==> config.mk <==
export PLATFORM = sky130hd
export DESIGN_NAME = fisu_cell
export DESIGN_NICKNAME = d
export VERILOG_FILES = /design/src/hdl/fisu_pkg.sv /design/src/hdl/fisu_cell.sv
export SDC_FILE = /design/constraint.sdc
export NUM_CORES = 1
export LEC_CHECK = 0
export BUFFER_PORTS_ARGS = -buffer_cell sky130_fd_sc_hd__buf_4
export CAP_MARGIN = 10
export CORE_MARGIN = 5
export CORE_UTILIZATION = 43
export CTS_BUF_LIST = sky130_fd_sc_hd__clkbuf_16
export CTS_CLUSTER_SIZE = 24
export DETAILED_ROUTE_END_ITERATION = 10
export PLACE_DENSITY = 0.87
export SLEW_MARGIN = 20
export SYNTH_ARGS = -nofsm -noshare
export SYNTH_HDL_FRONTEND = slang
export SYNTH_SLANG_ARGS = --single-unit
==> constraint.sdc <==
create_clock -name clk_i -period 5.4 [get_ports clk_i]
set_clock_uncertainty 0.05 [all_clocks]
set_input_delay 0 -clock clk_i [delete_from_list [all_inputs] [get_ports clk_i]]
set_output_delay 0 -clock clk_i [all_outputs]
set_load 0.03 [all_outputs]
==> src/hdl/fisu_pkg.sv <==
// ----------------------------------------------------------------------------
// fisu_pkg
// shared types, command codes and command tables of the data stack
// ----------------------------------------------------------------------------
package fisu_pkg;

  localparam int unsigned ActWidth = 5;
  localparam int unsigned CfgWidth = 7;
  localparam int unsigned StWidth  = 2;
  localparam int unsigned WinCells = 4;

  typedef enum logic [ActWidth-1:0] {
    ACT_PUSH   = 5'd0,
    ACT_POP    = 5'd1,
    ACT_PEEK   = 5'd2,
    ACT_DUP    = 5'd3,
    ACT_DROP   = 5'd4,
    ACT_SWAP   = 5'd5,
    ACT_OVER   = 5'd6,
    ACT_ROT    = 5'd7,
    ACT_2DUP   = 5'd8,
    ACT_2DROP  = 5'd9,
    ACT_2OVER  = 5'd10,
    ACT_2SWAP  = 5'd11,
    ACT_ADD    = 5'd12,
    ACT_SUB    = 5'd13,
    ACT_MUL    = 5'd14,
    ACT_DIV    = 5'd15,
    ACT_GT     = 5'd16,
    ACT_AND    = 5'd17,
    ACT_OR     = 5'd18
  } act_e;

  typedef enum logic [StWidth-1:0] {
    ST_OK        = 2'd0,
    ST_UNDERFLOW = 2'd1,
    ST_OVERFLOW  = 2'd2,
    ST_DIVZERO   = 2'd3
  } status_e;

  typedef enum logic [2:0] {
    SH_HOLD,
    SH_WIN,
    SH_UP1,
    SH_UP2,
    SH_DN1,
    SH_DN2
  } shift_e;

  typedef enum logic {
    FS_IDLE,
    FS_CALC
  } fsm_e;

  typedef struct packed {
    logic start;
    logic is_div;
  } md_req_t;

  function automatic logic [2:0] need_cnt(input logic [ActWidth-1:0] a);
    logic [2:0] n;
    case (act_e'(a))
      ACT_PUSH:                      n = 3'd0;
      ACT_POP, ACT_PEEK, ACT_DUP,
      ACT_DROP:                      n = 3'd1;
      ACT_ROT:                       n = 3'd3;
      ACT_2OVER, ACT_2SWAP:          n = 3'd4;
      ACT_SWAP, ACT_OVER, ACT_2DUP, ACT_2DROP, ACT_ADD, ACT_SUB, ACT_MUL,
      ACT_DIV, ACT_GT, ACT_AND, ACT_OR: n = 3'd2;
      default:                       n = 3'd0;
    endcase
    return n;
  endfunction

  function automatic logic [1:0] grow_cnt(input logic [ActWidth-1:0] a);
    logic [1:0] n;
    case (act_e'(a))
      ACT_PUSH, ACT_DUP, ACT_OVER: n = 2'd1;
      ACT_2DUP, ACT_2OVER:         n = 2'd2;
      default:                     n = 2'd0;
    endcase
    return n;
  endfunction

  function automatic logic [1:0] shrink_cnt(input logic [ActWidth-1:0] a);
    logic [1:0] n;
    case (act_e'(a))
      ACT_POP, ACT_DROP, ACT_ADD, ACT_SUB, ACT_MUL, ACT_DIV, ACT_GT, ACT_AND,
      ACT_OR:    n = 2'd1;
      ACT_2DROP: n = 2'd2;
      default:   n = 2'd0;
    endcase
    return n;
  endfunction

endpackage

==> src/hdl/fisu_cell.sv <==
// ----------------------------------------------------------------------------
// fisu_cell
// one stack entry, loads from its own value, a neighbor or the top window
// ----------------------------------------------------------------------------
module fisu_cell #(
  parameter int unsigned WORD_WIDTH = 32
) (
  input  logic                  clk_i,
  input  fisu_pkg::shift_e      sel_i,
  input  logic [WORD_WIDTH-1:0] win_i,
  input  logic [WORD_WIDTH-1:0] up1_i,
  input  logic [WORD_WIDTH-1:0] up2_i,
  input  logic [WORD_WIDTH-1:0] dn1_i,
  input  logic [WORD_WIDTH-1:0] dn2_i,
  output logic [WORD_WIDTH-1:0] word_o
);
  import fisu_pkg::*;

  logic [WORD_WIDTH-1:0] word_d, word_q;

  always_comb begin
    case (sel_i)
      SH_WIN:  word_d = win_i;
      SH_UP1:  word_d = up1_i;
      SH_UP2:  word_d = up2_i;
      SH_DN1:  word_d = dn1_i;
      SH_DN2:  word_d = dn2_i;
      default: word_d = word_q;
    endcase
  end

  // payload only, no reset
  always_ff @(posedge clk_i) begin
    word_q <= word_d;
  end

  assign word_o = word_q;

endmodule

## Yosys cells after proc, flatten, opt, wreduce, memory -nomap -nowiden

Cells that the tools add are included.
W data, S select, Z words.

| storage, ports and cells | value |
|---|---|
| memory bits (writable) | 0 |
| ROM bits | 0 |
| memories kept | 0 |
| input bits | 164 |
| bits in registers | 32 |
| latch bits | 0 |

| cells by class | value |
|---|---|
| muxes and demuxes | 1 |
| div/mod/pow operators | 0 |
| $mul | 0 |
| reduce and logical (&&, ||, !) cells | 1 |
| $lt $le $gt $ge | 0 |
| shift-type cells | 0 |
| equality and inequality tests | 5 |
| bitwise operators | 0 |
| add/sub/neg operators | 0 |

Operator list:

| kind | count |
|---|---|
| $pmux W32 S5 | 1 |
| $eq A3 B2 Y1 const B | 2 |
| $eq A3 B3 Y1 const B | 2 |
| $reduce_bool A5 Y1 | 1 |
| $eq A3 B1 Y1 const B | 1 |

## Depth between registers and ports, before layout

Gate-level depths: netlist (run 1).

| depth | value |
|---|---|
| word-level depth | 2 |
| depth in mapped cells | 5 |
| depth with buffers taken out | 3 |

## Worst setup path before layout (run 1)

Ideal clock, no wire load.

| timing | value |
|---|---|
| path kind | input-to-reg |
| start point | input port sel_i[2] |
| end point | register word_q[0] (netlist: word_o[0]) (enable) |
| required time | 4.959 ns |
| setup slack | 3.717 ns |
| path buffers | 1 |
| arrival | 1.243 ns |
| cell stages on the path | 3 |
| library setup time | 0.391 ns |
| cells stage by stage | nand2_1 -> clkbuf_1 -> o21a_1 |

| on the way | value |
|---|---|
| cells in the longest elaborated chain, start to end | 2 |
| elaborated cells on any way between the ends | 6 |
| classes of those cells | eq/ne (5); reduce/logical (1) |

Ends and longest elaborated chain:

| item | line | RTL |
|---|---|---|
| start, declared | fisu_cell.sv:9 | `input fisu_pkg::shift_e sel_i,` |
| $eq A3 B3 Y1, or another cell as far along | fisu_cell.sv:22 | `case (sel_i)` |
| $reduce_bool A5 Y1 (no source line) * | -- |  |
| end signal, assigned | fisu_cell.sv:34 | `word_q <= word_d;` |
| end, declared | fisu_cell.sv:19 | `logic [WORD_WIDTH-1:0] word_d, word_q;` |

Every way passes the cells marked *; elsewhere a longest branch is shown, timed or not.
A chain may end at the register's enable or synchronous reset.

## Worst setup path after layout (run 1)

| timing | value |
|---|---|
| start point | input port sel_i[0] |
| end point | register word_q[6] (netlist: word_o[6]) (enable) |

The elaborated chain is that of the path after synthesis.

==> results.md, run 1 <==
| Metric | Reported |
|:---|:---|
| Most Frequent Cell on Critical Path | sky130_fd_sc_hd__buf_4 |
| Flip-flop count of the largest register after layout | 32 |
| Number of warnings printed during yosys synthesis | 0 |
| Type of element capturing the critical path | flip-flop |
| Cell area after placement | 3870 um^2 |
| Largest vdd supply drop | 0.143 mV |
| Synth-to-Final Area Change | 74.4% |
| Slew margin rel. | 35.8% |
| TritonCTS clock tree | done |
| Detail-routed via count per cell | 5.24 |
| Status | finished, violations left |
| Maximum number of pins on one net before global-route repair | 66 |
| Number of hold-slack violations in the final timing report | 2 |
| RSZ-0062 raised after global routing | false |
| Total power per unit cell area | 235 nW/um^2 |
| Period utilization | 28.2% |
| Maximum net fanout on the critical path | 65 |
| Clock transition time at the flip-flop clock pins of the worst setup and hold paths | 0.05 ns |
| Commonest non-fill, non-tap cells in the layout | sky130_fd_sc_hd__buf_4 (196), sky130_fd_sc_hd__a21oi_1 (32), sky130_fd_sc_hd__o22ai_1 (32), sky130_fd_sc_hd__nor2_1 (32), sky130_fd_sc_hd__edfxtp_1 (32) |
| Worst-case hold path end point | word_o[8]$_DFFE_PP_ |
| Max-Cap Viols | 0 |
| Static Leak | 1.97 nW |
| Number of global-route vias before repair | 2,718 |
| Crit path cell chain | buf_4 -> o21a_1 -> buf_4 |
| Distinct cell type count of the synthesized netlist | 15 |
| Setup violation total in the final timing report | 0 |
| Starting utilization of the core area | 44.1% |
| Post-CTS setup buffer count | 0 |
| Synthesized area divided by synthesized cell count | 11.2 um^2 |
| CORE AREA | 5510 um^2 |
| Number of design rule violations left after detail routing | 0 |
| Min cycle time layout | 1.52 ns |
| Crit path required time | 5.27 ns |
| Floorplan die area | 7250 um^2 |
| Iter 0 DRT Violations | 131 |
| Most frequent standard cell in the layout excluding fill and tap cells | sky130_fd_sc_hd__buf_4 |
| Actual slew at the worst max-slew pin | 0.964 ns |
| Netlist area before placement | 2430 um^2 |
| Net total in the final layout | 584 |
| Total clock buffers created by CTS | 5 |
| Average wire per cell in the routed design | 17.4 um |
| GRT overflow | 0 |
| DRT Wirelength | 8560 um |
| Overall track demand over capacity in global routing | 22.7% |
| Master of the slowest instance on the critical path | sky130_fd_sc_hd__buf_4 |
| Cells resized by post-CTS repair | 0 |
| Sequential cell area fraction in the yosys report | 39.5% |
| Wire length of the first global-routing pass | 13,300 um |
| Tightest hold margin | -0.00354 ns |
| Setup TNS | 0 ns |
| Ratio of cells with drive above 1 in the final layout | 62.0% |
| Post-detailed-route count of antenna-violating nets | 0 |
| Slowest cell delay on critical path | 0.69 ns |
| Violations in the final reports | negative hold slack |
| Vias | 2,581 |
| Critical setup path kind | in -> reg |
| Number of synthesized register bits | 32 |
| Rows | 27 |
| Detailed Place HPWL | 6390 um |
| Maximum clock path buffer count | 2 |
| Routability-driven placement congestion ratio | 0.821 |
| Post-Synthesis Cells | 217 |
| Die Y | 85.2 um |
| Count of boundary I/O pins | 196 |
| Worst min-delay path category | in -> reg |
| Number of iterations in the first detailed-routing pass | 4 |
| Number of slew-limit violations in the final report | 0 |
| Design Power | 0.000996 W |
| Number of H-tree levels | 2 |
| Nets in the synthesized netlist | 381 |
| Kind of start point of the critical path | input pin |
| CTS root buf | sky130_fd_sc_hd__clkbuf_16 |
| Arrival @ worst endpoint | 1.39 ns |
| Die span in x | 85.2 um |
| Count of cells along the worst hold path | 3 |
| Sinks on the clock net | 32 |
| Initial antenna violation count | 0 |
| Hold path start | win_i[8] |
| Maximum frequency from static timing analysis | 658 MHz |
| Port-buffer cells | 195 |
| Post-route cell area | 4240 um^2 |
| Antenna diode count | 0 |
[per-layer routing]
metal | vias up | wire length, um | track usage (%)
met5 | - | 0 | 0
met4 | 0 | 247 | 8.78
met3 | 20 | 765 | 6.50
met2 | 139 | 4590 | 42.7
met1 | 1187 | 2950 | 23.6
li1 | 1235 | - | -
[final cells by class]
type | instances | area (um^2)
Clock buffer | 5 | 125
Clock inverter | 3 | 38.8
Fill cell | 369 | 1270
Multi-Input combinational cell | 165 | 1350
Sequential cell | 32 | 961
Tap cell | 72 | 90.1
Timing Repair Buffer | 216 | 1670
[critical path: cells and delay by family]
| family | cells | cell delay (ns) |
|---|---|---|
| buffers and inverters | 2 | 1.06 |
| AOI/OAI and AO/OA | 1 | 0.24 |
[how the worst max path moves through the flow]
stage | startpoint | to | slack (ns) | cells past startpoint
2_1_floorplan | sel_i[2] | word_o[0]$_DFFE_PP_ | 3.72 | 3
4_1_cts | sel_i[1] | word_o[0]$_DFFE_PP_ | 3.75 | 4
5_1_grt | sel_i[0] | word_o[11]$_DFFE_PP_ | 3.82 | 3
3_3_place_gp | sel_i[1] | word_o[13]$_DFFE_PP_ | 3.57 | 4
3_5_place_dp | sel_i[1] | word_o[7]$_DFFE_PP_ | 3.48 | 4
6_report | sel_i[0] | word_o[6]$_DFFE_PP_ | 3.88 | 3
[through the flow]
| stage | util, % | cells | hold WS (ns) | worst slack [ns] |
|---|---|---|---|---|
| 6_report | 77.0 | 493 | -0.00354 | 3.88 |
| 5_1_grt | 77.0 | 493 | 0.00777 | 3.82 |
| 4_1_cts | 76.9 | 493 | 0.000479 | 3.75 |
| 3_5_place_dp | 70.3 | 465 | 0.257 | 3.48 |
| 3_3_place_gp | 70.2 | 465 | 0.249 | 3.57 |
| 2_1_floorplan | - | 217 | 0.162 | 3.72 |
[report_power, final]
part           total [W]  internal [W]  leakage (nW)  switching (W)
Combinational   0.000361      0.000189          1.56       0.000171
Clock           0.000307      0.000215        0.0850      0.0000922
Sequential      0.000328      0.000318         0.318     0.00000997
Total           0.000996      0.000722          1.97       0.000273
[synth_stat cells]
cell,n,area share [%]
sky130_fd_sc_hd__edfxtp_1,32,40
sky130_fd_sc_hd__nor2_1,32,4.9
sky130_fd_sc_hd__o22ai_1,32,8.2
sky130_fd_sc_hd__buf_2,4,0.82
sky130_fd_sc_hd__nand2b_1,2,0.51
sky130_fd_sc_hd__a21oi_1,32,6.6
sky130_fd_sc_hd__o21a_1,1,0.31
sky130_fd_sc_hd__mux2_4,30,19
sky130_fd_sc_hd__mux2_2,24,11
sky130_fd_sc_hd__buf_6,6,2.8
sky130_fd_sc_hd__clkbuf_1,7,1.1
sky130_fd_sc_hd__or2_1,1,0.26
sky130_fd_sc_hd__mux2_1,10,4.6
sky130_fd_sc_hd__buf_1,3,0.46
sky130_fd_sc_hd__nand2_1,1,0.15
[what timing repair did]
action	in CTS	in global routing
hold endpoints to repair	20	0
hold buffers	20	0
setup endpoints to repair	0	0
[cells by family after synthesis]
kind of cell	synth area share, %
mux	34.3
buf+inv	5.15
simple gates	5.87
flops	39.5
compound gates	15.1
No activity file was read; power rests on OpenSTA's default activity.
==> run 2, diff against run 1 <==
--- a/config.mk
+++ b/config.mk
@@ -5,14 +5,15 @@
 export SDC_FILE = /design/constraint.sdc
 export NUM_CORES = 1
 export LEC_CHECK = 0
+export ABC_AREA = 1
 export BUFFER_PORTS_ARGS = -buffer_cell sky130_fd_sc_hd__buf_4
 export CAP_MARGIN = 10
 export CORE_MARGIN = 5
-export CORE_UTILIZATION = 43
+export CORE_UTILIZATION = 41
 export CTS_BUF_LIST = sky130_fd_sc_hd__clkbuf_16
 export CTS_CLUSTER_SIZE = 24
 export DETAILED_ROUTE_END_ITERATION = 10
-export PLACE_DENSITY = 0.87
+export PLACE_DENSITY = 0.82
 export SLEW_MARGIN = 20
 export SYNTH_ARGS = -nofsm -noshare
 export SYNTH_HDL_FRONTEND = slang
==> constraint.sdc (replaced) <==
create_clock -name clk_i -period 1.5 [get_ports clk_i]
set_clock_uncertainty 0.05 [all_clocks]
set_input_delay 0 -clock clk_i [delete_from_list [all_inputs] [get_ports clk_i]]
set_output_delay 0 -clock clk_i [all_outputs]
set_load 0.03 [all_outputs]
==> results.md, run 2 <==
| Metric | Reported | Delta |
|:---|:---|:---|
| Status | completed |  |
| List of most frequent post-synthesis cells | sky130_fd_sc_hd__inv_1 (99), sky130_fd_sc_hd__nor2_1 (97), sky130_fd_sc_hd__nand3_1 (66), sky130_fd_sc_hd__nand2_1 (64) |  |
| Min cycle time layout | 0.999 ns |  |
| Clock transition time at the flip-flop clock pins of the worst setup and hold paths | 0.05 ns | about the same |
| Detail-routed via count per cell | 4.88 | -6.8% |
| TritonCTS clock tree | done |  |
| Most common flop cell mapped by yosys | sky130_fd_sc_hd__edfxtp_1 |  |
| RSZ-0062 raised after global routing | false |  |
| Overall track demand over capacity in global routing | 24.1% | +1.4 points |
| CTS Hold Bufs | 32 | +60% |
| Cells resized by post-CTS repair | 0 | unchanged |
| Most frequent standard cell in the layout excluding fill and tap cells | sky130_fd_sc_hd__buf_4 |  |
| Sequential cell area fraction in the yosys report | 36.8% | -2.7 points |
| Die span in x | 89.8 um | +5.4% |
| Maximum clock path buffer count | 2 | unchanged |
| Count leader, synth | sky130_fd_sc_hd__inv_1 |  |
| Iter 0 DRT Violations | 135 | +3.1% |
| Leading area contributor after synthesis | sky130_fd_sc_hd__edfxtp_1 |  |
| Count of boundary I/O pins | 196 | unchanged |
| Post-CTS setup buffer count | 0 | unchanged |
| Wire length of the first global-routing pass | 16,200 um | +22% |
| Number of H-tree levels | 2 | unchanged |
| Port-buffer cells | 195 | unchanged |
| Die Y | 89.8 um | +5.4% |
| Arrival @ worst endpoint | 0.96 ns | -0.43 ns |
| Ratio of cells with drive above 1 in the final layout | 33.6% | -28 points |
| Number of hold-slack violations in the final timing report | 0 | -2 |
| Number of synthesized register bits | 32 | unchanged |
| Antenna diode count | 0 | unchanged |
| CORE AREA | 6280 um^2 | +14% |
| CTS root buf | sky130_fd_sc_hd__clkbuf_16 |  |
| Largest vdd supply drop | 0.837 mV | +490% |
| Crit path required time | 1.46 ns | -3.81 ns |
| Maximum net fanout on the critical path | 32 | -51% |
| Routability-driven placement congestion ratio | 0.844 | +2.8% |
| Post-Synthesis Cells | 418 | +93% |
| Worst min-delay path category | in -> reg |  |
| Post-detailed-route count of antenna-violating nets | 0 | unchanged |
| Number of warnings printed during yosys synthesis | 0 | unchanged |
| Kind of start point of the critical path | input pin |  |
| Synth-to-Final Area Change | 78.6% |  |
| Maximum frequency from static timing analysis | 1000 MHz |  |
| Vias | 3,494 | +35% |
| Initial antenna violation count | 0 | unchanged |
| Distinct cell type count of the synthesized netlist | 11 | -4 |
| Rows | 29 | +7.4% |
| GRT overflow | 0 | unchanged |
| Number of iterations in the first detailed-routing pass | 5 | +1 |
| Setup violation total in the final timing report | 0 | unchanged |
| Max-Cap Viols | 0 | unchanged |
| Detailed Place HPWL | 7330 um | +15% |
| Maximum number of pins on one net before global-route repair | 41 | -38% |
| Setup TNS | 0 ns | unchanged |
| Number of design rule violations left after detail routing | 0 | unchanged |
| Final design utilization | 74.2% | -2.8 points |
| Static Leak | 2.59 nW | +32% |
| Synthesized area divided by synthesized cell count | 6.24 um^2 | -44% |
| Number of global-route vias before repair | 3,457 | +27% |
| Actual slew at the worst max-slew pin | 0.402 ns | -0.562 ns |
| Number of slew-limit violations in the final report | 0 | unchanged |
| Synth top area share | 36.8% | -2.7 points |
| Floorplan die area | 8060 um^2 | +11% |
| Nets in the synthesized netlist | 582 | +53% |
| Total power per unit cell area | 770 nW/um^2 | +230% |
| Slew margin rel. | 73.2% | +37 points |
| Netlist area before placement | 2610 um^2 | +7.4% |
| Net total in the final layout | 802 | +37% |
| Total clock buffers created by CTS | 5 | unchanged |
| Critical setup path kind | in -> reg |  |
| Sinks on the clock net | 32 | unchanged |
| Commonest non-fill, non-tap cells in the layout | sky130_fd_sc_hd__buf_4 (204), sky130_fd_sc_hd__inv_1 (101), sky130_fd_sc_hd__nor2_1 (96) |  |
| Fraction of registers with async set/reset | 0% | unchanged |
| DRT Wirelength | 10,100 um | +18% |
| EDFF count, synth | 32 | unchanged |
| Main area contributors after synthesis | sky130_fd_sc_hd__edfxtp_1 (37%), sky130_fd_sc_hd__inv_1 (14%), sky130_fd_sc_hd__nor2_1 (14%), sky130_fd_sc_hd__nand3_1 (13%), sky130_fd_sc_hd__nand2_1 (9.2%) |  |
| Period utilization | 66.6% |  |
| Average wire per cell in the routed design | 14.1 um | -19% |
| Type of element capturing the critical path | flip-flop |  |
| Fillers | 498 | +35% |
| Starting utilization of the core area | 41.6% | -2.6 points |
| Flip-flop count of the largest register after layout | 32 | unchanged |
[run 2: path summary, 6_finish.rpt]
path | start | end | slack, ns | cells past startpoint
hold / removal | up1_i[14] | word_o[14]$_DFFE_PP_ | 0.08 | 5
setup / recovery | sel_i[0] | word_o[29]$_DFFE_PP_ | 0.50 | 7
[run 2: per-stage QoR]
step	cell area, um^2	std cells	hold slack [ns]	power, W	setup slack (ns)
3_5_place_dp	4200	676	0.245	0.00261	0.227
4_1_cts	4660	716	0.0665	0.00361	0.504
2_1_floorplan	2620	418	0.153	0.00191	0.264
3_3_place_gp	4200	676	0.236	0.00258	0.276
6_report	4660	716	0.0757	0.00359	0.501
5_1_grt	4660	716	0.0861	0.00376	0.405
[run 2: kinds of logic (layout without fill, tap and decap cells)]
logic type,Yosys count,in the layout,share of synthesized area [%]
simple gates,259,259,43.5
compound gates,1,1,0.192
flops,32,32,36.8
buf+inv,125,346,18.8
xor+xnor,1,1,0.624
[run 2: where the power goes]
part | internal, W | total, W | switching (W)
Sequential | 0.00119 | 0.00124 | 0.0000497
Clock | 0.000595 | 0.000924 | 0.000329
Combinational | 0.000659 | 0.00142 | 0.000766
Total | 0.00244 | 0.00359 | 0.00114
[run 2: cell type report]
class / instances / area [um^2] / share of cell area [%]
clock buffers: 5 / 125 / 2.69
clock inverters: 3 / 11.3 / 0.242
inverters: 99 / 372 / 7.98
multi-input cells: 261 / 1180 / 25.4
repair buffers: 239 / 1910 / 41.0
flip-flops and latches: 32 / 961 / 20.6
well taps: 77 / 96.3 / 2.07
[run 2: per-layer routing]
layer | track usage [%] | vias up | share of wire [%]
li1 | - | 1735 | -
met1 | 27.3 | 1551 | 36
met2 | 41.6 | 186 | 51
met3 | 9.10 | 22 | 11
met4 | 7.81 | 0 | 2.2
met5 | 0 | - | 0
[run 2: critical path, cell delays in order]
cell	delay, ns
sky130_fd_sc_hd__buf_4	0.21
sky130_fd_sc_hd__inv_1	0.11
sky130_fd_sc_hd__nand3_1	0.13
sky130_fd_sc_hd__buf_12	0.21
sky130_fd_sc_hd__nor2_1	0.06
sky130_fd_sc_hd__nor2_1	0.13
sky130_fd_sc_hd__nand3_1	0.09
