## config.mk

```make
export PLATFORM = sky130hd
export DESIGN_NAME = fisu_muldiv
export DESIGN_NICKNAME = d
export VERILOG_FILES = /design/src/hdl/fisu_pkg.sv /design/src/hdl/fisu_muldiv.sv
export SDC_FILE = /design/constraint.sdc
export NUM_CORES = 1
export LEC_CHECK = 0
export ABC_AREA = 1
export BUFFER_PORTS_ARGS = -buffer_cell sky130_fd_sc_hd__buf_2
export CAP_MARGIN = 20
export CORE_ASPECT_RATIO = 1.4
export CORE_MARGIN = 1
export CORE_UTILIZATION = 60
export DETAILED_ROUTE_END_ITERATION = 8
export PLACE_DENSITY = 0.8
export SLEW_MARGIN = 20
export SYNTH_ARGS = -nofsm -noshare
export SYNTH_HDL_FRONTEND = slang
export SYNTH_SLANG_ARGS = --single-unit
export TNS_END_PERCENT = 10
```

## constraint.sdc

```tcl
create_clock -name clk_i -period 6.68 [get_ports clk_i]
set_clock_uncertainty 0.2 [all_clocks]
set_input_delay 1.336 -clock clk_i [delete_from_list [all_inputs] [get_ports clk_i]]
set_output_delay 1.336 -clock clk_i [all_outputs]
set_load 0.02 [all_outputs]
```

## src/hdl/fisu_pkg.sv

```systemverilog
// ----------------------------------------------------------------------------
// fisu_pkg
// shared types, command codes and command tables of the data stack
// ----------------------------------------------------------------------------
package fisu_pkg;

  localparam int unsigned ActWidth = 5;
  localparam int unsigned CfgWidth = 7;
  localparam int unsigned StWidth  = 2;
  localparam int unsigned WinCells = 4;

  typedef enum logic [ActWidth-1:0] {
    ACT_PUSH   = 5'd0,
    ACT_POP    = 5'd1,
    ACT_PEEK   = 5'd2,
    ACT_DUP    = 5'd3,
    ACT_DROP   = 5'd4,
    ACT_SWAP   = 5'd5,
    ACT_OVER   = 5'd6,
    ACT_ROT    = 5'd7,
    ACT_2DUP   = 5'd8,
    ACT_2DROP  = 5'd9,
    ACT_2OVER  = 5'd10,
    ACT_2SWAP  = 5'd11,
    ACT_ADD    = 5'd12,
    ACT_SUB    = 5'd13,
    ACT_MUL    = 5'd14,
    ACT_DIV    = 5'd15,
    ACT_GT     = 5'd16,
    ACT_AND    = 5'd17,
    ACT_OR     = 5'd18
  } act_e;

  typedef enum logic [StWidth-1:0] {
    ST_OK        = 2'd0,
    ST_UNDERFLOW = 2'd1,
    ST_OVERFLOW  = 2'd2,
    ST_DIVZERO   = 2'd3
  } status_e;

  typedef enum logic [2:0] {
    SH_HOLD,
    SH_WIN,
    SH_UP1,
    SH_UP2,
    SH_DN1,
    SH_DN2
  } shift_e;

  typedef enum logic {
    FS_IDLE,
    FS_CALC
  } fsm_e;

  typedef struct packed {
    logic start;
    logic is_div;
  } md_req_t;

  function automatic logic [2:0] need_cnt(input logic [ActWidth-1:0] a);
    logic [2:0] n;
    case (act_e'(a))
      ACT_PUSH:                      n = 3'd0;
      ACT_POP, ACT_PEEK, ACT_DUP,
      ACT_DROP:                      n = 3'd1;
      ACT_ROT:                       n = 3'd3;
      ACT_2OVER, ACT_2SWAP:          n = 3'd4;
      ACT_SWAP, ACT_OVER, ACT_2DUP, ACT_2DROP, ACT_ADD, ACT_SUB, ACT_MUL,
      ACT_DIV, ACT_GT, ACT_AND, ACT_OR: n = 3'd2;
      default:                       n = 3'd0;
    endcase
    return n;
  endfunction

  function automatic logic [1:0] grow_cnt(input logic [ActWidth-1:0] a);
    logic [1:0] n;
    case (act_e'(a))
      ACT_PUSH, ACT_DUP, ACT_OVER: n = 2'd1;
      ACT_2DUP, ACT_2OVER:         n = 2'd2;
      default:                     n = 2'd0;
    endcase
    return n;
  endfunction

  function automatic logic [1:0] shrink_cnt(input logic [ActWidth-1:0] a);
    logic [1:0] n;
    case (act_e'(a))
      ACT_POP, ACT_DROP, ACT_ADD, ACT_SUB, ACT_MUL, ACT_DIV, ACT_GT, ACT_AND,
      ACT_OR:    n = 2'd1;
      ACT_2DROP: n = 2'd2;
      default:   n = 2'd0;
    endcase
    return n;
  endfunction

endpackage

```

## src/hdl/fisu_muldiv.sv

```systemverilog
// ----------------------------------------------------------------------------
// fisu_muldiv
// radix-2 iterative multiplier and signed divider, one bit per cycle
// ----------------------------------------------------------------------------
module fisu_muldiv #(
  parameter int unsigned WORD_WIDTH = 32
) (
  input  logic                  clk_i,
  input  logic                  rst_ni,
  input  fisu_pkg::md_req_t     req_i,
  input  logic [WORD_WIDTH-1:0] a_i,
  input  logic [WORD_WIDTH-1:0] b_i,
  output logic                  done_o,
  output logic [WORD_WIDTH-1:0] result_o
);
  import fisu_pkg::*;

  localparam int unsigned CntW = $clog2(WORD_WIDTH + 1);

  logic            busy_d, busy_q, done_d, done_q;
  logic [CntW-1:0] cnt_d, cnt_q;
  logic            div_d, div_q, neg_d, neg_q;
  logic [WORD_WIDTH-1:0] x_d, x_q, y_d, y_q, r_d, r_q;
  logic [WORD_WIDTH:0]   rem_sh, diff;
  logic [WORD_WIDTH-1:0] abs_a, abs_b;

  assign abs_a  = a_i[WORD_WIDTH-1] ? (~a_i + 1'b1) : a_i;
  assign abs_b  = b_i[WORD_WIDTH-1] ? (~b_i + 1'b1) : b_i;
  assign rem_sh = {r_q, x_q[WORD_WIDTH-1]};
  assign diff   = rem_sh - {1'b0, y_q};

  always_comb begin
    busy_d = busy_q;
    done_d = 1'b0;
    cnt_d  = cnt_q;
    div_d  = div_q;
    neg_d  = neg_q;
    x_d    = x_q;
    y_d    = y_q;
    r_d    = r_q;
    if (req_i.start) begin
      busy_d = 1'b1;
      cnt_d  = CntW'(WORD_WIDTH);
      div_d  = req_i.is_div;
      neg_d  = a_i[WORD_WIDTH-1] ^ b_i[WORD_WIDTH-1];
      x_d    = req_i.is_div ? abs_a : a_i;
      y_d    = req_i.is_div ? abs_b : b_i;
      r_d    = '0;
    end else if (busy_q) begin
      if (div_q) begin
        // restoring step
        if (!diff[WORD_WIDTH]) begin
          r_d = diff[WORD_WIDTH-1:0];
          x_d = {x_q[WORD_WIDTH-2:0], 1'b1};
        end else begin
          r_d = rem_sh[WORD_WIDTH-1:0];
          x_d = {x_q[WORD_WIDTH-2:0], 1'b0};
        end
      end else begin
        r_d = r_q + (y_q[0] ? x_q : '0);
        x_d = {x_q[WORD_WIDTH-2:0], 1'b0};
        y_d = {1'b0, y_q[WORD_WIDTH-1:1]};
      end
      cnt_d = cnt_q - 1'b1;
      if (cnt_q == CntW'(1)) begin
        busy_d = 1'b0;
        done_d = 1'b1;
      end
    end
  end

  always_ff @(posedge clk_i or negedge rst_ni) begin
    if (!rst_ni) begin
      busy_q <= 1'b0;
      done_q <= 1'b0;
      cnt_q  <= '0;
    end else begin
      busy_q <= busy_d;
      done_q <= done_d;
      cnt_q  <= cnt_d;
    end
  end

  always_ff @(posedge clk_i) begin
    div_q <= div_d;
    neg_q <= neg_d;
    x_q   <= x_d;
    y_q   <= y_d;
    r_q   <= r_d;
  end

  assign done_o   = done_q;
  assign result_o = div_q ? (neg_q ? (~x_q + 1'b1) : x_q) : r_q;

endmodule

```

Yosys cells after proc, flatten, opt, wreduce, memory -nomap -nowiden
Index checks and enable logic that the tools add are counted.
W data, S select, Z words.
{ "totals": {"regBits": 106, "input_bits": 68, "output_inout_bits": 33, "elab_cells": 46} }
{ "classes": {"addsub": 6, "eq_ne": 2, "muxes": 24, "bitwise_logic": 4, "n_reduce_logical": 2} }
{ "op_table": {"columns": ["operator", "n"], "rows": [
  ["$mux W32", 14],
  ["$add A32 B1 Y32 const B", 3],
  ["$not A32 Y32", 3],
  ["$sub A33 B32 Y33", 1],
  ["$add A32 B32 Y32", 1],
  ["$mux W6", 2],
  ["$mux W1", 8],
  ["$eq A6 B1 Y1 const B", 1],
  ["$sub A6 B1 Y6 const B", 1],
  ["$ne A2 B2 Y1 const B", 1],
  ["$reduce_and A2 Y1", 1],
  ["$reduce_bool A2 Y1", 1],
  ["$xor A1 B1 Y1", 1]
]} }

Depth between registers and ports, before layout
Gate-level depths: netlist (run 1).
{ "depth": {"word_depth": 5, "ltp_mapped": 19, "ltp_nobuf": 18} }

Worst setup path before layout (run 1)
Ideal clock, no wire load.
{ "synth_path": {"path_type": "input-to-reg", "start": "input port req_i[1] (netlist name)", "end": "register y_q[0], enable pin", "arrival_time_ps": 3208, "t_required_ps": 5822, "slack_ps": 2614, "stages": 5, "path_cell_list": "inv_1 -> clkbuf_1 -> clkbuf_1 -> clkbuf_1 -> o21ai_0"} }
{ "synth_between": {"elab_chain_len": 2, "word_cells_on_any_way": 3} }
{ "synth_rtl": {"columns": ["element", "line_no", "text"], "rows": [
  ["start, declared", "fisu_muldiv.sv:10", "input fisu_pkg::md_req_t req_i,"],
  ["$ne A2 B2 Y1 (no source line) / $reduce_bool A2 Y1 (equally long branches)", null, null],
  ["$reduce_and A2 Y1 (no source line) *", null, null],
  ["end signal, assigned", "fisu_muldiv.sv:88", "y_q <= y_d;"],
  ["end, declared", "fisu_muldiv.sv:23", "logic [WORD_WIDTH-1:0] x_d, x_q, y_d, y_q, r_d, r_q;"]
]} }
Every way passes the cells marked *; elsewhere a longest branch is shown, timed or not.
A chain may end at the register's enable or synchronous reset.

Final worst setup path (run 1)
{ "layout_path": {"start": "register div_q", "end": "output port result_o[1]"} }
{ "layout_between": {"elab_chain_len": 1} }
{ "layout_rtl": {"columns": ["element", "line_no", "text"], "rows": [
  ["start, declared", "fisu_muldiv.sv:22", "logic div_d, div_q, neg_d, neg_q;"],
  ["start signal, assigned", "fisu_muldiv.sv:85", "div_q <= div_d;"],
  ["$mux W32", "fisu_muldiv.sv:93", "assign result_o = div_q ? (neg_q ? (~x_q + 1'b1) : x_q) : r_q;"],
  ["end, declared", "fisu_muldiv.sv:14", "output logic [WORD_WIDTH-1:0] result_o"]
]} }
Every way passes these cells.

==> results.sh, run 1 <==
export IMPL_grt_start_max_net_pins=73
export IMPL_start_util_pct=61.8
export IMPL_post_route_drc_count=1
export IMPL_finalCritPeriodShare_pct=63.7
export IMPL_post_synth_inst_count=2221
export IMPL_dp_hpwl_um=34400
export IMPL_drtAntennaViolNets=0
export IMPL_synth_fp_nets=2360
export IMPL_n_antenna_cell=0
export IMPL_grt_antenna_before_repair=0
export IMPL_clockRootBuffer="clkbuf_16"
export IMPL_final_period_minus_worst_setup_slack_ns=4.26
export IMPL_cp_slowest_stage_delay_ns=0.60
export IMPL_yosys_most_used_dff="edfxtp_1"
export IMPL_synthTopCellsByArea="nand2_1 22%, edfxtp_1 15%, inv_1 12%"
export IMPL_finalSetupViolations=0
export IMPL_die_height_um=175
export IMPL_worst_path_max_fanout=45
export IMPL_die_w_um=125
export IMPL_nets=2422
export IMPL_fin_hold_ws_ns=0.302
export IMPL_slew_headroom_pct=43.8
export IMPL_total_leakage_power_nw=7.70
export IMPL_worst_ir_drop_vdd_v=0.000200
export IMPL_dr_first_iter_drc_count=1190
export IMPL_syn_to_final_growth_pct=7.16
export IMPL_most_used_cells_in_the_layout_excluding_fill_and_tap_cells="747 x nand2_1, 410 x inv_1, 178 x nor2_1, 170 x o21ai_0, 149 x nand3_1"
export IMPL_arrival_ns=2.72
export IMPL_global_route_usage_total_pct=38.5
export IMPL_tritoncts_buffer_count=9
export IMPL_grt_busiest_layer="met2"
export IMPL_cts_setup_buffers=0
export IMPL_yosys_warnings=0
export IMPL_clock_insertion_delay_worst_skew_ns=0.36
export IMPL_fmax_mhz=235
export IMPL_synthesis_area_per_instance_um2=5.76
export IMPL_worstPathCellList="buf_4 -> clkinv_1 -> buf_4 -> a21oi_1 -> o21ai_0 -> o21ai_0 -> buf_2"
export IMPL_gpl_final_weighted_congestion=1.01
export IMPL_clock_tree_buffer_depth=2
export IMPL_min_delay_path_class="reg -> reg"
export IMPL_drive_above_1_share_pct=7.12
export IMPL_die_area_um2=21900
export IMPL_cts_sinks=106
export IMPL_clk_transition_reported_paths_ns=0.07
export IMPL_stdcell_count=2544
export IMPL_synth_ff_latch_count=106
export IMPL_synth_async_sr_flop_share_pct=7.55
export IMPL_final_max_slew_violation_count=0
export IMPL_core_um2=20700
export IMPL_cts_htree_levels=3
export IMPL_num_vias=14200
export IMPL_crit_family="buffers and inverters"
export IMPL_placement_rows=62
export IMPL_routed_wirelength_um=42200
export IMPL_synth_largest_area_cell="nand2_1"
export IMPL_design_portCount=101
export IMPL_grt_ovfl_total=0
export IMPL_most_frequent_standard_cell_in_the_layout_excluding_fill_and_tap_cells="nand2_1"
export IMPL_cp_end_kind="output pin"
export IMPL_cts_tree="done"
export IMPL_maxCapViolCount=0
export IMPL_synthDominantCellAreaShare_pct=21.9
export IMPL_synthDistinctLibCells=43
export IMPL_placed_cell_count=2528
export IMPL_global_route_usage_met1_pct=47.6
export IMPL_dpl_instance_area_um2=13400
export IMPL_violations_in_the_final_reports="design-rule violations"
export IMPL_critical_path_startpoint_type="register"
export IMPL_critical_path_n_buffers_inverters=4
export IMPL_cts_hold_buffers=0
export IMPL_portBuffers=100
export IMPL_synth_area_um2=12800
export IMPL_worstMarginPinSlew_ns=0.843
export IMPL_via_count_of_the_first_global_routing_pass=12700
export IMPL_dr_pass1_iters=7
export IMPL_groute_layer_met2_usage_pct=65.9
export IMPL_grt_first_pass_wirelength_um=65800
export IMPL_via_per_inst=5.58
export IMPL_synth_seq_area_share_pct=22.1
export IMPL_fin_setup_tns_ns=0
export IMPL_setup_repair_after_global_routing_missed_its_margin="false"
export IMPL_count_of_flip_flops_with_a_built_in_enable_after_synthesis=66
export IMPL_post_route_cell_area_um2=13700
export IMPL_finalHoldViolCount=0
export IMPL_start_to_end_type_of_the_worst_setup_path="reg -> out"
export IMPL_p_per_area_nw_per_um2=367
export IMPL_cts_resized_gates=0
export IMPL_worst_ep_required_time_ns=5.14
export IMPL_wl_per_cell_um=16.6
export IMPL_grt_util_met3_pct=3.70
export IMPL_critPathSlowestCell="clkinv_1"
export IMPL_run_status="complete, but fails checks"
state kept, by name, indices dropped and copies added, names as in the netlist:
| name | cells |
|---|---|
| done_o | 1 |
| r_q | 32 |
| x_q | 32 |
| y_q | 32 |
| div_q | 1 |
| cnt_q | 6 |
| busy_q | 1 |
| neg_q | 1 |
where the power goes:
part	internal, W	switching (W)	total (W)
logic	0.00106	0.00220	0.00326
registers	0.000877	0.000363	0.00124
clock network	0.000263	0.000264	0.000526
total	0.00220	0.00283	0.00503
final timing paths:
| kind | start | endpoint | slack (ns) | cells after the start |
|---|---|---|---|---|
| setup / recovery | div_q$_DFFE_PP_ | result_o[1] | 2.42 | 7 |
| hold / removal | cnt_q[4]$_DFFE_PN0P_ | cnt_q[4]$_DFFE_PN0P_ | 0.30 | 1 |
| setup reg to reg | y_q[0]$_DFFE_PP_ | r_q[28]$_SDFFE_PP0P_ | 3.36 | 17 |
| hold reg to reg | cnt_q[4]$_DFFE_PN0P_ | cnt_q[4]$_DFFE_PN0P_ | 0.30 | 1 |
| max in group asynchronous | rst_ni | done_o$_DFF_PN0_ | 5.50 | 1 |
| min in group asynchronous | rst_ni | cnt_q[5]$_DFFE_PN0P_ | 0.61 | 1 |
stage by stage:
step	power [W]	worst slack, ns	utilization (%)
global placement	0.00437	2.89	64.8
detailed placement	0.00442	2.87	64.8
finish	0.00503	2.42	66.2
global route	0.00544	2.26	66.2
floorplan	0.00350	2.61	-
CTS	0.00496	2.49	66.2
routing by layer:
metal | wire length (um) | part of all wire [%]
met1 | 17100 | 40
met2 | 20000 | 47
met3 | 2850 | 6.7
met4 | 2310 | 5.5
met5 | 0 | 0
layout make-up:
| cell class | instances | area, um^2 |
|---|---|---|
| clock inverters | 7 | 66.3 |
| clock buffers | 9 | 225 |
| multi-input cells | 1639 | 8140 |
| well taps | 256 | 320 |
| flip-flops and latches | 106 | 2820 |
| inverters | 419 | 1570 |
| fillers | 2020 | 7000 |
| repair buffers | 108 | 561 |
cells by family after synthesis:
family	after synthesis	share of synthesized area, %
DFF	106	22.1
adders and majority gates	71	7.06
and+or+nand+nor	1183	38.6
buffers and inverters	476	14.3
xor gates and xnor gates	81	5.55
AOI/OAI and AO/OA	304	12.4
cells in the mapped netlist, types with 2 or more instances:
cell type,number
inv_2,6
nand3_1,149
nor2_1,178
a31oi_1,6
nor3_1,26
inv_1,412
dfxtp_1,32
o21ai_0,171
o22ai_1,3
buf_6,4
fa_1,2
nor4_1,9
dfrtp_1,8
o21ai_1,4
clkbuf_1,45
nand2_1,747
nand2_2,11
xnor2_1,25
nand2_4,6
nor3_2,3
xor2_1,56
buf_1,3
buf_2,4
or2_2,5
a21oi_1,102
nor2_2,4
ha_1,69
nand4_1,22
nand3b_1,14
and2_1,5
o21bai_1,8
edfxtp_1,66
and3_1,2
a21o_1,2
o31ai_1,4
No activity file was read; power rests on OpenSTA's default activity.
==> run 2: changes to the inputs <==
--- a/config.mk
+++ b/config.mk
@@ -5,14 +5,14 @@
 export SDC_FILE = /design/constraint.sdc
 export NUM_CORES = 1
 export LEC_CHECK = 0
-export ABC_AREA = 1
+export ABC_AREA = 0
 export BUFFER_PORTS_ARGS = -buffer_cell sky130_fd_sc_hd__buf_2
 export CAP_MARGIN = 20
 export CORE_ASPECT_RATIO = 1.4
 export CORE_MARGIN = 1
-export CORE_UTILIZATION = 60
+export CORE_UTILIZATION = 56
 export DETAILED_ROUTE_END_ITERATION = 8
-export PLACE_DENSITY = 0.8
+export PLACE_DENSITY = 0.79
 export SLEW_MARGIN = 20
 export SYNTH_ARGS = -nofsm -noshare
 export SYNTH_HDL_FRONTEND = slang
==> constraint.sdc (replaced) <==
create_clock -name clk_i -period 3.81 [get_ports clk_i]
set_clock_uncertainty 0.2 [all_clocks]
set_input_delay 0.762 -clock clk_i [delete_from_list [all_inputs] [get_ports clk_i]]
set_output_delay 0.762 -clock clk_i [all_outputs]
set_load 0.02 [all_outputs]
==> run 2 against run 1 <==
  * The run ends with negative setup slack left
  * Power up 49%
  * Cell count decreased by 33%
  * Worst hold slack lost 0.28 ns
  * Combinational power increased by 43%
  * Wire length down 36%
  * First-iteration DRC count decreased by 44%
  * Worst setup slack got worse by 3.3 ns
  * Largest cell class unchanged
  * Critical endpoint is now result_o[30]
  * Non-clock buffer count up 65
==> results.sh, run 2 <==
export IMPL_min_delay_path_class="in -> async"
export IMPL_placement_rows=59
export IMPL_tritoncts_buffer_count=9
export IMPL_synth_area_um2=10600
export IMPL_cp_end_kind="output pin"
export IMPL_yosys_warnings=0
export IMPL_post_route_drc_count=0
export IMPL_dr_first_iter_drc_count=670
export IMPL_die_height_um=165
export IMPL_grt_first_pass_wirelength_um=43900
export IMPL_most_used_standard_cell_by_instance_count_after_synthesis="nor2_1"
export IMPL_fin_hold_ws_ns=0.0267
export IMPL_clk_transition_reported_paths_ns=0.07
export IMPL_synth_async_sr_flop_share_pct=7.55
export IMPL_design_power_total_w=0.00748
export IMPL_maxCapViolCount=0
export IMPL_ff_latch_area_um2=2820
export IMPL_worst_path_most_repeated_cell="or4_4"
export IMPL_num_vias=10000
export IMPL_synth_ff_latch_count=106
export IMPL_postLayoutSetupSlackWorst_ns=-0.868
export IMPL_run_status="complete, but fails checks"
export IMPL_worst_path_max_fanout=3
export IMPL_clockRootBuffer="clkbuf_16"
export IMPL_synthesis_area_per_instance_um2=7.89
export IMPL_grt_util_met3_pct=2.14
export IMPL_finalHoldViolCount=0
export IMPL_critical_path_startpoint_type="register"
export IMPL_die_area_um2=19500
export IMPL_synth_seq_area_share_pct=26.7
export IMPL_worstPathCellList="or4_4 -> or2_1 -> or3_4 -> or4_4 -> or4_4 -> or3_4 -> o31ai_4 -> xnor2_1 -> a21oi_2 -> buf_6"
export IMPL_layout_core_utilization_pct=65.4
export IMPL_total_leakage_power_nw=5.22
export IMPL_synth_fp_nets=1480
export IMPL_grt_start_max_net_pins=130
export IMPL_drtAntennaViolNets=0
export IMPL_most_used_cells_in_the_layout_excluding_fill_and_tap_cells="176 x nor2_1, 164 x a21oi_1, 95 x buf_2, 81 x nand2_1, 81 x xor2_1"
export IMPL_final_period_minus_worst_setup_slack_ns=4.68
export IMPL_violations_in_the_final_reports="negative setup slack"
export IMPL_finalCritPeriodShare_pct=123
export IMPL_clock_tree_buffer_depth=2
export IMPL_fmax_mhz=214
export IMPL_via_per_inst=5.85
export IMPL_worstMarginPinSlew_ns=0.763
export IMPL_drive_above_1_share_pct=16.7
export IMPL_routed_wirelength_um=27000
export IMPL_worst_r2r_setup_slack_ns=0.18
export IMPL_synthAdderAreaFrac_pct=8.54
export IMPL_core_um2=18500
export IMPL_cts_tree="done"
export IMPL_portBuffers=100
export IMPL_worst_ep_required_time_ns=2.85
export IMPL_critPathSlowestCell="or4_4"
export IMPL_design_portCount=101
export IMPL_fin_setup_tns_ns=-3.18
export IMPL_grt_busiest_layer="met2"
export IMPL_global_route_usage_met1_pct=35.7
export IMPL_layout_top_registers="r_q x32, x_q x32, y_q x32"
export IMPL_dominant_combinational_cell_family_by_area_after_synthesis="compound AO/OA/AOI/OAI gates"
export IMPL_p_per_area_nw_per_um2=617
export IMPL_cts_sinks=106
export IMPL_count_of_flip_flops_with_a_built_in_enable_after_synthesis=66
export IMPL_dp_hpwl_um=20600
export IMPL_start_to_end_type_of_the_worst_setup_path="reg -> out"
export IMPL_finalSetupViolations=8
export IMPL_groute_layer_met2_usage_pct=47.8
export IMPL_cp_slowest_stage_delay_ns=0.54
export IMPL_arrival_ns=3.72
export IMPL_wl_per_cell_um=15.8
export IMPL_crit_reg2reg_launch="y_q[0]$_DFFE_PP_"
export IMPL_cts_setup_buffers=0
export IMPL_top_cell_types_by_occurrence_after_synthesis="176 x nor2_1, 169 x a21oi_1, 81 x nand2_1, 81 x xor2_1, 78 x o21ai_0"
export IMPL_grt_antenna_before_repair=0
export IMPL_setup_repair_after_global_routing_missed_its_margin="true"
export IMPL_layout_filler_cells=1694
export IMPL_slew_headroom_pct=49.1
export IMPL_synth_largest_area_cell="edfxtp_1"
export IMPL_die_w_um=118
export IMPL_simple_gate_share_of_the_synthesized_area_pct=20.9
export IMPL_via_count_of_the_first_global_routing_pass=9396
export IMPL_cts_htree_levels=3
export IMPL_dp_slack_ns=-0.492
export IMPL_synthDistinctLibCells=72
export IMPL_critical_path_reg2reg_endpoint="r_q[31]$_SDFFE_PP0P_"
export IMPL_yosys_most_used_dff="edfxtp_1"
export IMPL_start_util_pct=57.1
export IMPL_dr_pass1_iters=5
export IMPL_global_route_usage_total_pct=27.5
export IMPL_synthTopCellsByArea="edfxtp_1 19%, ha_1 8.2%, a21oi_1 8.0%"
export IMPL_post_synth_inst_count=1341
export IMPL_synth_compound_area_share_pct=23.9
export IMPL_clock_insertion_delay_worst_skew_ns=0.36
export IMPL_synthDominantCellAreaShare_pct=18.7
export IMPL_worst_ir_drop_vdd_v=0.000268
export IMPL_n_antenna_cell=0
export IMPL_final_max_slew_violation_count=0
export IMPL_grt_ovfl_total=0
export IMPL_gpl_final_weighted_congestion=0.898
export IMPL_synthXorXnorAreaFrac_pct=12.2
export IMPL_multiInputGateArea_um2=7380
export IMPL_synth_area_mux_share_pct=3.39
export IMPL_nets=1600
export IMPL_r2r_cells=13
export IMPL_most_frequent_standard_cell_in_the_layout_excluding_fill_and_tap_cells="nor2_1"
export IMPL_cts_hold_buffers=0
export IMPL_syn_to_final_growth_pct=14.6
## run 2: through the flow
| stage | cell area (um^2) | cells |
|---|---|---|
| finish | 12100 | 1710 |
| global route | 12100 | 1710 |
| CTS | 12100 | 1710 |
| detailed placement | 11800 | 1694 |
| global placement | 11800 | 1694 |
| floorplan | 10600 | 1341 |
## run 2: layout make-up
type                            instances  area share, %
Clock inverter                          6          0.320
Tap cell                              244           2.52
Inverter                               59           1.83
Multi-Input combinational cell       1112           60.9
Timing Repair Buffer                  173           9.26
Clock buffer                           10           1.89
Sequential cell                       106           23.3
## run 2: worst max-delay path by stage
| stage | from | depth (start not counted) | endpoint |
|---|---|---|---|
| 2_1_floorplan | x_q[11]$_DFFE_PP_ | 9 | result_o[30] |
| 3_3_place_gp | x_q[11]$_DFFE_PP_ | 10 | result_o[28] |
| 3_5_place_dp | x_q[11]$_DFFE_PP_ | 10 | result_o[28] |
| 4_1_cts | x_q[11]$_DFFE_PP_ | 10 | result_o[28] |
| 5_1_grt | x_q[11]$_DFFE_PP_ | 10 | result_o[30] |
| 6_report | x_q[11]$_DFFE_PP_ | 10 | result_o[30] |
## run 2: what timing repair did
item | CTS | global route
pin swaps | 5 | 3
setup endpoints to repair | 10 | 32
resized for setup | 7 | 19
## run 2: logic make-up after synthesis
group           after synthesis
fa+ha+maj                    71
mux                          32
compound gates              409
simple gates                453
buf+inv                     123
flops                       106
xor+xnor                    147
## run 2: power by group
| part | internal (W) | switching, W |
|---|---|---|
| sequential | 0.00153 | 0.000395 |
| clock | 0.000447 | 0.000454 |
| combinational | 0.00210 | 0.00255 |
| total | 0.00408 | 0.00340 |
## run 2: metal layers
metal / up-vias / routed length (um) / share of wire (%)
met5: - / 0 / 0
met4: 0 / 648 / 2.4
met3: 38 / 1090 / 4.0
met2: 266 / 12900 / 48
met1: 4596 / 12300 / 46
li1: 5112 / - / -
## run 2: worst max-delay path, delay by kind of cell, from the launching register on
kind	cells	cell delay (ns)
simple gates	6	2.35
flops	1	0.39
compound gates	2	0.35
buf+inv	1	0.14
xor+xnor	1	0.12
==> run 3: changes to the inputs <==
--- a/config.mk
+++ b/config.mk
@@ -13,7 +13,8 @@
 export CORE_UTILIZATION = 56
 export DETAILED_ROUTE_END_ITERATION = 8
 export PLACE_DENSITY = 0.79
-export SLEW_MARGIN = 20
+export REMOVE_ABC_BUFFERS = 1
+export SKIP_LAST_GASP = 1
 export SYNTH_ARGS = -nofsm -noshare
 export SYNTH_HDL_FRONTEND = slang
 export SYNTH_SLANG_ARGS = --single-unit
==> run 3 against run 2 <==
  * The run still ends with negative setup slack left
  * Count of clock-buffer cells in the layout unchanged
  * First-iteration DRC count increased by 11%
  * Non-clock buffer count decreased by 7
  * Cell count decreased by 0.41%
  * Sequential cell count unchanged
  * Design area decreased by 1.2%
  * Critical path type unchanged
  * Critical endpoint unchanged
==> results.sh, run 3 (same netlist as run 2, synthesis figures left out) <==
export IMPL_design_portCount=101
export IMPL_via_count_of_the_first_global_routing_pass=9458
export IMPL_design_power_total_w=0.00736
export IMPL_n_antenna_cell=0
export IMPL_worst_ep_required_time_ns=2.85
export IMPL_start_util_pct=57.1
export IMPL_grt_start_max_net_pins=65
export IMPL_dp_slack_ns=-0.453
export IMPL_slew_headroom_pct=39.8
export IMPL_maxCapViolCount=0
export IMPL_setup_repair_after_global_routing_missed_its_margin="true"
export IMPL_wl_per_cell_um=15.5
export IMPL_portBuffers=100
export IMPL_cp_end_kind="output pin"
export IMPL_critical_path_startpoint_type="register"
export IMPL_finalSetupViolations=9
export IMPL_grt_ovfl_total=0
export IMPL_most_used_cells_in_the_layout_excluding_fill_and_tap_cells="176 x nor2_1, 169 x a21oi_1, 98 x buf_2, 81 x nand2_1, 81 x xor2_1"
export IMPL_syn_to_final_growth_pct=13.3
export IMPL_global_route_usage_total_pct=27.4
export IMPL_start_to_end_type_of_the_worst_setup_path="reg -> out"
export IMPL_drtAntennaViolNets=0
export IMPL_cts_htree_levels=3
export IMPL_dr_first_iter_drc_count=743
export IMPL_cts_sinks=106
export IMPL_die_height_um=165
export IMPL_nets=1593
export IMPL_fmax_mhz=215
export IMPL_dr_pass1_iters=5
export IMPL_layout_top_registers="r_q x32, x_q x32, y_q x32"
export IMPL_grt_antenna_before_repair=0
export IMPL_run_status="complete, but fails checks"
export IMPL_tritoncts_buffer_count=9
export IMPL_finalCritPeriodShare_pct=122
export IMPL_total_leakage_power_nw=5.17
export IMPL_core_um2=18500
export IMPL_arrival_ns=3.69
export IMPL_placement_rows=59
export IMPL_dp_hpwl_um=20700
export IMPL_fin_hold_ws_ns=0.0325
export IMPL_clock_tree_buffer_depth=2
export IMPL_gpl_final_weighted_congestion=0.877
export IMPL_finalHoldViolCount=0
export IMPL_final_max_slew_violation_count=0
export IMPL_clockRootBuffer="clkbuf_16"
export IMPL_layout_filler_cells=1667
export IMPL_num_vias=9921
export IMPL_worst_ir_drop_vdd_v=0.000331
export IMPL_via_per_inst=5.83
export IMPL_worst_path_max_fanout=3
export IMPL_clock_insertion_delay_worst_skew_ns=0.37
export IMPL_worstMarginPinSlew_ns=0.902
export IMPL_post_route_drc_count=0
export IMPL_drive_above_1_share_pct=15.3
export IMPL_grt_first_pass_wirelength_um=43800
export IMPL_cts_hold_buffers=0
export IMPL_die_area_um2=19500
export IMPL_die_w_um=118
export IMPL_clk_transition_reported_paths_ns=0.07
export IMPL_p_per_area_nw_per_um2=614
export IMPL_min_delay_path_class="in -> async"
export IMPL_postLayoutSetupSlackWorst_ns=-0.840
export IMPL_cts_tree="done"
export IMPL_final_period_minus_worst_setup_slack_ns=4.65
export IMPL_most_frequent_standard_cell_in_the_layout_excluding_fill_and_tap_cells="nor2_1"
export IMPL_routed_wirelength_um=26500
export IMPL_violations_in_the_final_reports="negative setup slack"
[run 3: changes by cell type in the layout (fill, tap and decap cells not counted), moves of 3 or more]
cell     previous run  this run
o21ai_2             3         0
buf_6               3         0
buf_2              95        98
a21oi_1           164       169
a21oi_2             5         0
buf_4              71        66
[run 3: path summary, 6_finish.rpt]
path,startpoint,end,slack (ns),cells past startpoint
worst max-delay path,x_q[10]$_DFFE_PP_,result_o[30],-0.84,10
worst min-delay path,rst_ni,cnt_q[3]$_DFFE_PN0P_,0.03,1
worst max register to register,x_q[0]$_DFFE_PP_,r_q[28]$_SDFFE_PP0P_,-0.02,13
worst min register to register,cnt_q[4]$_DFFE_PN0P_,cnt_q[4]$_DFFE_PN0P_,0.36,2
max in group asynchronous,rst_ni,cnt_q[4]$_DFFE_PN0P_,3.20,1
min in group clk_i,cnt_q[4]$_DFFE_PN0P_,cnt_q[4]$_DFFE_PN0P_,0.36,2
[run 3: final cells by class]
type	count	area (um^2)	area share, %
Clock buffer	10	229	1.91
Clock inverter	6	71.3	0.595
Inverter	59	221	1.85
Multi-Input combinational cell	1112	7300	61.0
Sequential cell	106	2820	23.6
Tap cell	244	305	2.55
Timing Repair Buffer	166	1030	8.56
[run 3: report_power, final]
group	switching (W)	internal, W
clock network	0.000452	0.000519
logic	0.00247	0.00200
registers	0.000390	0.00153
total	0.00331	0.00405
[run 3: worst max-delay path, stage by stage, from the launching register on]
cell,delay [ns]
edfxtp_1,0.41
or4_4,0.53
or2_1,0.24
or3_4,0.35
or4_4,0.43
or4_4,0.44
or3_4,0.36
o31ai_4,0.18
xnor2_1,0.14
a21oi_1,0.08
buf_4,0.16
[run 3: metal layers]
metal  wire, um  share of wire (%)  track usage, %
met3        854                3.2            2.04
met2      13000                 49            48.6
met4        908                3.4            13.0
met5          0                  0               0
met1      11700                 44            33.8
[run 3: through the flow]
step / TNS [ns] / util [%] / instance area, um^2 / std cells
after floorplan: -49.60 / - / 10300 / 1277
after global placement: -1.09 / 62.9 / 11700 / 1685
after detailed placement: -1.25 / 62.9 / 11700 / 1685
after CTS: -3.33 / 64.6 / 12000 / 1702
after global routing: -5.08 / 64.7 / 12000 / 1703
final: -3.47 / 64.7 / 12000 / 1703
[run 3: what timing repair did]
item / in CTS / in global routing
gates resized for setup: 0 / 2
setup endpoints to repair: 7 / 19
cloned: 0 / 0
setup buffers: 1 / 1
endpoints found under the hold margin: 0 / 0
pin swaps: 1 / 1
